<file path="src/fast_float_square_root_top_assert.svh">
// Assertion macros shared by the approximate square root block.
// Depends on nothing; included by the top level only.
`ifndef FAST_FLOAT_SQUARE_ROOT_TOP_ASSERT_SVH
`define FAST_FLOAT_SQUARE_ROOT_TOP_ASSERT_SVH

// The consequent must hold in the same cycle, outside reset.
`define FFSR_ASSERT_IMPLY(label, clk, rst, ante, cons) \
   label: assert property (@(posedge clk) disable iff (rst) (ante) |-> (cons)) \
      else $error("assertion failed");

// The consequent must hold in the cycle after the antecedent.
`define FFSR_ASSERT_NEXT(label, clk, ante, cons) \
   label: assert property (@(posedge clk) (ante) |=> (cons)) \
      else $error("assertion failed");

`endif

</file>
<file path="src/ffsr_pkg.sv">
// Types, constants and float helpers for the approximate square root block.
// Depends on nothing; used by the round, multiply, subtract and top-level files and the testbench.
package ffsr_pkg;

   localparam int PROD_W = 50;
   localparam int EXP_W  = 12;

   localparam logic [31:0] ISR_MAGIC         = 32'h5f3759df;
   localparam logic [31:0] HALF_BITS         = 32'h3f000000;
   localparam logic [31:0] THREE_HALVES_BITS = 32'h3fc00000;
   localparam logic [31:0] DEFAULT_NAN       = 32'hffc00000;
   localparam logic [31:0] QUIET_BIT         = 32'h00400000;
   localparam logic [32:0] OVERFLOW_LIMIT    = 33'h07f800000;

   typedef struct packed {
      logic [31:0] operand_bits;
   } req_type;

   typedef struct packed {
      logic [31:0] root_bits;
   } rsp_type;

   typedef struct packed {
      logic [31:0] number;
      logic [31:0] half;
      logic [31:0] y;
   } side_type;

   typedef struct packed {
      logic                    sign;
      logic                    special;
      logic [31:0]             special_bits;
      logic [PROD_W-1:0]       prod;
      logic signed [EXP_W-1:0] exp;
   } norm_type;

   function automatic logic is_nan(input logic [31:0] x);
      return (x[30:23] == 8'hff) && (x[22:0] != 23'd0);
   endfunction

   function automatic logic is_inf(input logic [31:0] x);
      return (x[30:23] == 8'hff) && (x[22:0] == 23'd0);
   endfunction

   function automatic logic is_zero(input logic [31:0] x);
      return x[30:0] == 31'd0;
   endfunction

   function automatic logic [23:0] mant_of(input logic [31:0] x);
      return {x[30:23] != 8'd0, x[22:0]};
   endfunction

   function automatic logic [7:0] exp_of(input logic [31:0] x);
      return (x[30:23] == 8'd0) ? 8'd1 : x[30:23];
   endfunction

endpackage

</file>
<file path="src/ffsr_round.sv">
// Normalisation and round-to-nearest-even packing, two register stages.
// Depends on ffsr_pkg.
module ffsr_round import ffsr_pkg::*; (
   input  logic     clock,
   input  logic     reset,
   input  logic     en,
   input  logic     in_valid,
   input  norm_type norm_in,
   input  side_type side_in,
   output logic     out_valid,
   output logic [31:0] res,
   output side_type side_out
);

   logic [5:0]              msb;
   logic signed [EXP_W-1:0] be;
   logic signed [EXP_W-1:0] kraw;
   logic [6:0]              k;
   logic [127:0]            wide;
   logic [8:0]              efield_in;

   logic                    v2_ff;
   logic [24:0]             q_ff;
   logic                    sticky_ff;
   logic [8:0]              efield_ff;
   logic                    zero_ff;
   logic                    sign_ff;
   logic                    special_ff;
   logic [31:0]             special_bits_ff;
   side_type                side2_ff;

   logic [23:0]             mant;
   logic                    inc;
   logic [32:0]             sum;
   logic [31:0]             res_in;

   logic                    v3_ff;
   logic [31:0]             res_ff;
   side_type                side3_ff;

   always_comb begin
      msb = '0;
      for (int i = 0; i < PROD_W; i++) begin
         if (norm_in.prod[i]) begin
            msb = 6'(i);
         end
      end
      be = $signed({{(EXP_W-6){1'b0}}, msb}) + norm_in.exp + EXP_W'(127);
      if (be >= 1) begin
         kraw      = $signed({{(EXP_W-6){1'b0}}, msb});
         efield_in = 9'(be - EXP_W'(1));
      end else begin
         kraw      = -EXP_W'(126) - norm_in.exp;
         efield_in = '0;
      end
      k    = (kraw > 78) ? 7'd78 : 7'(kraw);
      wide = {norm_in.prod, 78'd0} >> k;
   end

   always_ff @(posedge clock) begin
      if (reset) begin
         v2_ff <= 1'b0;
      end else if (en) begin
         v2_ff <= in_valid;
      end
      if (en) begin
         q_ff            <= wide[78:54];
         sticky_ff       <= |wide[53:0];
         efield_ff       <= efield_in;
         zero_ff         <= norm_in.prod == '0;
         sign_ff         <= norm_in.sign;
         special_ff      <= norm_in.special;
         special_bits_ff <= norm_in.special_bits;
         side2_ff        <= side_in;
      end
   end

   always_comb begin
      mant = q_ff[24:1];
      inc  = q_ff[0] & (sticky_ff | q_ff[1]);
      sum  = {1'b0, efield_ff, 23'd0} + {9'd0, mant} + {32'd0, inc};
      if (special_ff) begin
         res_in = special_bits_ff;
      end else if (zero_ff) begin
         res_in = {sign_ff, 31'd0};
      end else if (sum >= OVERFLOW_LIMIT) begin
         res_in = {sign_ff, 8'hff, 23'd0};
      end else begin
         res_in = {sign_ff, sum[30:0]};
      end
   end

   always_ff @(posedge clock) begin
      if (reset) begin
         v3_ff <= 1'b0;
      end else if (en) begin
         v3_ff <= v2_ff;
      end
      if (en) begin
         res_ff   <= res_in;
         side3_ff <= side2_ff;
      end
   end

   assign out_valid = v3_ff;
   assign res       = res_ff;
   assign side_out  = side3_ff;

endmodule

</file>
<file path="src/ffsr_fmul.sv">
// Single-precision multiplier: significand product stage, then rounding.
// Depends on ffsr_pkg and ffsr_round.
module ffsr_fmul import ffsr_pkg::*; (
   input  logic        clock,
   input  logic        reset,
   input  logic        en,
   input  logic        in_valid,
   input  logic [31:0] a,
   input  logic [31:0] b,
   input  side_type    side_in,
   output logic        out_valid,
   output logic [31:0] res,
   output side_type    side_out
);

   norm_type norm_in;
   logic     v1_ff;
   norm_type norm_ff;
   side_type side1_ff;

   always_comb begin
      norm_in.sign         = a[31] ^ b[31];
      norm_in.special      = 1'b1;
      norm_in.special_bits = '0;
      norm_in.prod         = PROD_W'(mant_of(a)) * PROD_W'(mant_of(b));
      norm_in.exp          = $signed({4'd0, exp_of(a)}) + $signed({4'd0, exp_of(b)})
                             - EXP_W'(300);
      if (is_nan(a)) begin
         norm_in.special_bits = a | QUIET_BIT;
      end else if (is_nan(b)) begin
         norm_in.special_bits = b | QUIET_BIT;
      end else if ((is_inf(a) && is_zero(b)) || (is_zero(a) && is_inf(b))) begin
         norm_in.special_bits = DEFAULT_NAN;
      end else if (is_inf(a) || is_inf(b)) begin
         norm_in.special_bits = {a[31] ^ b[31], 8'hff, 23'd0};
      end else begin
         norm_in.special = 1'b0;
      end
   end

   always_ff @(posedge clock) begin
      if (reset) begin
         v1_ff <= 1'b0;
      end else if (en) begin
         v1_ff <= in_valid;
      end
      if (en) begin
         norm_ff  <= norm_in;
         side1_ff <= side_in;
      end
   end

   ffsr_round u_round (
      .clock     (clock),
      .reset     (reset),
      .en        (en),
      .in_valid  (v1_ff),
      .norm_in   (norm_ff),
      .side_in   (side1_ff),
      .out_valid (out_valid),
      .res       (res),
      .side_out  (side_out)
   );

endmodule

</file>
<file path="config.mk">
export PLATFORM = sky130hd
export DESIGN_NAME = ffsr_fmul
export DESIGN_NICKNAME = d
export VERILOG_FILES = /design/src/fast_float_square_root_top_assert.svh /design/src/ffsr_pkg.sv /design/src/ffsr_round.sv /design/src/ffsr_fmul.sv
export SDC_FILE = /design/constraint.sdc
export NUM_CORES = 2
export LEC_CHECK = 0
export BUFFER_PORTS_ARGS = -buffer_cell sky130_fd_sc_hd__clkbuf_2
export CAP_MARGIN = 20
export CORE_AREA = 4 4 385 387
export DETAILED_ROUTE_END_ITERATION = 16
export DIE_AREA = 0 0 389 391
export GPL_TIMING_DRIVEN = 0
export PLACE_DENSITY = 0.47
export REMOVE_ABC_BUFFERS = 1
export SYNTH_ARGS = -nofsm -noshare
export SYNTH_HDL_FRONTEND = slang
export SYNTH_HIERARCHICAL = 1
export SYNTH_SLANG_ARGS = --single-unit
</file>
<file path="constraint.sdc">
create_clock -name clock -period 7.1 [get_ports clock]
set_clock_uncertainty 0.1 [all_clocks]
set_input_delay 1.065 -clock clock [delete_from_list [all_inputs] [get_ports clock]]
set_output_delay 1.065 -clock clock [all_outputs]
set_load 0.005 [all_outputs]
</file>
[Word-level counts from Yosys, hierarchy flattened]
Cells that the tools add are included.
Cells by class
  multiplexer cells: 59
  shift operators: 1
  equal/unequal tests: 2
  reduce and logical (&&, ||, !) cells: 21
  add/sub/neg operators: 8
  magnitude comparators: 3
  bitwise operators: 3
  multiply operators: 1
Operators with widths (count)
  2-to-1 mux 32 bit: 5
  >> shifter 126 x 7 -> 79 bit: 1
  2-to-1 mux 6 bit: 16
  2-to-1 mux 5 bit: 16
  zero test 31 bit: 2
  2-to-1 mux 31 bit: 2
  OR reduction 54 bit: 1
  zero test 50 bit: 1
  multiplier 24 x 24 -> 48 bit: 1
  zero test 23 bit: 2
  nonzero test 23 bit: 2
  adder 32 x 24 -> 33 bit: 1
  adder 33 x 1 -> 33 bit: 1
  greater-or-equal comparator 33 x 31 -> 1 bit, second input constant: 1
  2-to-1 mux 4 bit: 8
  == test 8 bit, second input constant: 2
  zero test 8 bit: 2
  2-to-1 mux 8 bit: 2
  nonzero test 8 bit: 2
  adder 12 x 8 -> 12 bit, second input constant: 1
  adder 7 x 12 -> 12 bit: 1
  greater-or-equal comparator 12 x 2 -> 1 bit, second input constant: 1
  greater-than comparator 12 x 8 -> 1 bit, second input constant: 1
  2-to-1 mux 12 bit: 1
  other kinds (14): 25
Word-level totals
  logic and storage cells: 124
  flip-flop bits (word level): 487
  bits of input ports: 164
  output and inout port bits: 129

[Logic depth before layout (Yosys ltp)]
  word-level depth: 55
  depth in mapped cells: 30

[Cells and area by module]
The synthesis kept the hierarchy.
Modules (own cells, without submodules)
  ffsr_fmul: area each 25509.5 um^2, cells an instance 2484, instances 1, sequential area each 5665.4 um^2
  ffsr_round: area each 17728.3 um^2, cells an instance 1651, instances 1, sequential area each 8868.5 um^2

[Least setup slack after synthesis]
OpenSTA, ideal clock, no wires.
  kind: in2reg
  from: input port b[17]
  to: register norm_ff[53] in the netlist's numbering, data pin
  arrival: 7.422 ns
  path slack: -0.682 ns
  setup time: 0.260 ns
  stages on the path: 26
  cells stage by stage: clkbuf_1 > clkbuf_1 > nand2_1 > fa_1 > inv_1 > fa_1 > inv_1 > fa_1 > inv_1 > fa_1 > inv_1 > fa_1 > fa_1 > inv_1 > fa_1 > ha_1 > clkbuf_1 > a21o_1 > a31oi_1 > o21ai_0 > a311oi_1 > o21ai_2 > a31oi_1 > o31ai_1 > a21boi_0 > xnor2_1
RTL lines
  start, declared: RTL line ffsr_fmul.sv:9  | input logic [31:0] b,
  end signal, assigned: RTL line ffsr_fmul.sv:48  | norm_ff <= norm_in;
  end, declared: RTL line ffsr_fmul.sv:18  | norm_type norm_ff;

[Worst setup path in the final report]
  from: register norm_ff[17] in the netlist's numbering
  to: register u_round.sticky_ff, data pin
On the way
  longest elaborated chain between the ends: 51
RTL lines
  2-to-1 mux 3 bit (3 in a row): RTL line ffsr_round.sv:44  | if (norm_in.prod[i]) begin
  2-to-1 mux 4 bit (8 in a row): RTL line ffsr_round.sv:44
  2-to-1 mux 5 bit (16 in a row): RTL line ffsr_round.sv:44
  2-to-1 mux 6 bit (16 in a row): RTL line ffsr_round.sv:44
  adder 7 x 12 -> 12 bit: RTL line ffsr_round.sv:48  | be = $signed({{(EXP_W-6){1'b0}}, msb}) + norm_in.exp + EXP_W'(127);
  adder 12 x 8 -> 12 bit: RTL line ffsr_round.sv:48
  greater-or-equal comparator 12 x 2 -> 1 bit: RTL line ffsr_round.sv:49  | if (be >= 1) begin
  2-to-1 mux 12 bit: RTL line ffsr_round.sv:49
  greater-than comparator 12 x 8 -> 1 bit: RTL line ffsr_round.sv:56  | k = (kraw > 78) ? 7'd78 : 7'(kraw);
  2-to-1 mux 7 bit: RTL line ffsr_round.sv:56
  >> shifter 126 x 7 -> 79 bit (*): RTL line ffsr_round.sv:57  | wide = {norm_in.prod, 78'd0} >> k;
  OR reduction 54 bit (*): RTL line ffsr_round.sv:68  | sticky_ff <= |wide[53:0];
  end signal, assigned: RTL line ffsr_round.sv:68
  end, declared: RTL line ffsr_round.sv:24  | logic sticky_ff;
Mark *: on every way between the ends. The rest lies on a longest branch, timed or not.
A chain may end at the register's enable or synchronous reset.

==> results.toml <==
[sta]
timing.max_slew.rel_slack_pct = 27.2
report.final.slew_viol_count = 0
period_share_pct = 102
finalSetupViolCount = 3
timing_worst_slew_pin_value_ns = 1.09
grt_setup_unrepaired = "true"
report.final.hold_viol_count = 0
max_clock_freq_mhz = 139
layout_min_cycle_time_ns = 7.22
finalWorstSetupSlack_ns = -0.118

[floorplanning]
core_area_um2 = 145000
die_area_um2 = 152000
top_level_ports = 293
fp.dieH_um = 391
fp-row-count = 140
die_w_um = 389
initial_cell_density_of_the_core_pct = 29.8

[synthesis]
yosys-top-cells-count = "572 x sky130_fd_sc_hd__inv_1, 505 x sky130_fd_sc_hd__nand2_1, 484 x sky130_fd_sc_hd__fa_1, 482 x sky130_fd_sc_hd__edfxtp_1, 252 x sky130_fd_sc_hd__and2_1"
syn-cell-area_um2 = 43200
synth_ff_type = "sky130_fd_sc_hd__edfxtp_1"
post-synth-top-count-cell = "sky130_fd_sc_hd__inv_1"
synth_sequential_area_ratio_pct = 33.6
netlist.area_leader.share_pct = 33.5
synth_enable_flop_cells = 482
postSynthAreaPerCell_um2 = 10.5
synth.largest_area_cell = "sky130_fd_sc_hd__edfxtp_1"
postSynth.asyncResetShare_pct = 0
post_synth_main_area_contributors = "sky130_fd_sc_hd__edfxtp_1 33%, sky130_fd_sc_hd__fa_1 22%, sky130_fd_sc_hd__ha_1 6.0%, sky130_fd_sc_hd__inv_1 5.0%, sky130_fd_sc_hd__nand2_1 4.4%"
synth_cells = 4135
yosys_register_bits = 485
yosysUniqueCellTypes = 112
synth-warning-count = 6

[placed_design]
globalplace.congestion = 0.956
post_dp_hpwl_mm = 99.6
portBuffers = 292
place_inst = 6114
place_area_um2 = 46700

[outcome]
status = "finished with violations"
failed_checks = "negative setup slack"

[setup_path]
critical_path_required_ns = 7.35
worst_r2r_startpoint = "norm_ff[17]$_DFFE_PP_"
startpoint = "norm_ff[17]$_DFFE_PP_"
critical_path_arrival_ns = 7.47
rr_endpoint = "u_round/sticky_ff$_DFFE_PP_"
r2r_setup_slack_ns = -0.12
worst-setup-path-type = "register to register"
endpoint = "u_round/sticky_ff$_DFFE_PP_"
worstSetupStartpointType = "register"
critPathCaptureType = "register"
crit_fanout = 13
critPathMaxStageDelay_ns = 0.48
crit_path_top_delay_cell = "sky130_fd_sc_hd__o311ai_1"
timing.reg2reg.worst_path_depth = 27

[layout]
final_cell_area_um2 = 52100
post_route_cells_drive_above_1_share_pct = 19.7
area.growth.synth_to_final_pct = 20.4
final_nets = 5253
post_layout_nonfiller_instances = 6352

[cts]
tritoncts_clock_tree = "yes"
clkSlewWorstSetupHoldPaths_ns = 0.07
numCtsBuffers = 51
clock_latency_ns = 0.63
clockRootBuffer = "sky130_fd_sc_hd__clkbuf_16"
cts.path.max_buffers = 3
cts.sinks = 485
cts_htree_levels = 2

[grt]
grt_use_total_pct = 17.8
number_of_global_route_vias_before_repair = 33100
grt_first_pass_wirelength_mm = 209
grt_antenna_before_repair = 9
grt_total_ovfl = 0
grt_max_degree = 114

[route]
drc_errors = 0
detailroute.via_count = 32600
first_pass_iters = 6
post_drt_via_cell_ratio = 5.13
wirelength_per_cell_um = 22.2
drt.antenna.violating_nets = 0
dr.first_iter.drc_count = 2429
totalWireLength_mm = 141

[min_path]
min_path_type = "register to register"

[run]
cap_viol_max_count = 0
==> metrics by stage <==
stage,util (%),TNS [ns],hold WS (ns),setup slack (ns)
after floorplan,-,-38.23,0.300,-2.21
after global placement,31.7,-1970.52,0.300,-7.70
after detailed placement,32.3,-72.65,0.305,-2.55
after CTS,35.3,-0.0847,0.293,-0.0454
after global routing,35.9,-0.933,0.298,-0.273
final,35.9,-0.141,0.297,-0.118
==> cell usage in the layout, fill, tap and decap left out, types with 54 or more instances in the layout <==
| cell type | count |
|---|---|
| sky130_fd_sc_hd__a21o_1 | 54 |
| sky130_fd_sc_hd__a21oi_1 | 96 |
| sky130_fd_sc_hd__and2_1 | 245 |
| sky130_fd_sc_hd__buf_4 | 120 |
| sky130_fd_sc_hd__clkbuf_16 | 68 |
| sky130_fd_sc_hd__clkbuf_2 | 239 |
| sky130_fd_sc_hd__edfxtp_1 | 482 |
| sky130_fd_sc_hd__fa_1 | 474 |
| sky130_fd_sc_hd__ha_1 | 187 |
| sky130_fd_sc_hd__inv_1 | 563 |
| sky130_fd_sc_hd__mux2i_1 | 90 |
| sky130_fd_sc_hd__nand2_1 | 494 |
| sky130_fd_sc_hd__nand3_1 | 62 |
| sky130_fd_sc_hd__nor2_1 | 138 |
| sky130_fd_sc_hd__o21ai_0 | 69 |
==> routing by layer <==
| metal | track usage (%) | routed length (um) | vias up |
|---|---|---|---|
| met2 | 28.9 | 65900 | 1244 |
| met4 | 6.75 | 5810 | 2 |
| met3 | 2.80 | 9420 | 293 |
| met5 | 0 | 13 | - |
| li1 | - | - | 14600 |
| met1 | 23.9 | 60100 | 16500 |
==> cells by family after synthesis <==
logic type      after synthesis  share of synthesized area, %
mux                         138                          3.34
xor+xnor                     93                          1.88
other cells                   1                       0.00867
buf+inv                     839                          7.66
simple gates               1197                          13.4
fa+ha+maj                   693                          28.5
compound gates              689                          11.7
flops                       485                          33.6
==> flip-flops by register name (all words and copies together), names as in the netlist, 9 cells and up <==
register	cells
u_round/side_out	96
side1_ff	96
u_round/special_bits_ff	32
u_round/side2_ff	96
u_round/q_ff	25
u_round/res	32
u_round/efield_ff	9
norm_ff	92
==> worst max-delay path, delay by kind of cell (launching register included) <==
kind | cells | cell delay (ns)
adder cells (fa/ha/maj) | 3 | 0.84
multiplexers | 4 | 0.99
flip-flops | 1 | 0.43
AO/OA/AOI/OAI | 10 | 3.04
buffers and inverters | 6 | 0.88
AND/OR/NAND/NOR | 4 | 0.63
==> worst min-delay path by stage <==
stage | startpoint | end | depth (start not counted)
2_1_floorplan | side1_ff[0]$_DFFE_PP_ | u_round/side2_ff[0]$_DFFE_PP_ | 0
3_3_place_gp | side1_ff[13]$_DFFE_PP_ | u_round/side2_ff[13]$_DFFE_PP_ | 0
3_5_place_dp | side1_ff[12]$_DFFE_PP_ | u_round/side2_ff[12]$_DFFE_PP_ | 0
4_1_cts | norm_ff[78]$_DFFE_PP_ | u_round/special_bits_ff[16]$_DFFE_PP_ | 0
5_1_grt | u_round/side2_ff[40]$_DFFE_PP_ | u_round/side_out[40]$_DFFE_PP_ | 0
6_report | norm_ff[78]$_DFFE_PP_ | u_round/special_bits_ff[16]$_DFFE_PP_ | 0
==> area by class of cell <==
type / count / area, um^2
Clock buffer: 60 / 1340
Fill cell: 14400 / 92800
Tap cell: 1917 / 2400
Timing Repair Buffer: 467 / 4140
Sequential cell: 485 / 14500
Inverter: 573 / 2150
Antenna cell: 3 / 7.51
Multi-Input combinational cell: 2818 / 27000
Clock inverter: 29 / 443
==> what timing repair did <==
item | in CTS | in global routing
resized for setup | 331 | 137
hold buffers | 0 | 0
pin swaps | 92 | 98
buffers inserted | 94 | 34
cloned | 9 | 9
setup endpoints to repair | 49 | 23
Power is not shown: default switching activity piles up to over one toggle a cycle in this logic, so the estimate is an artifact.
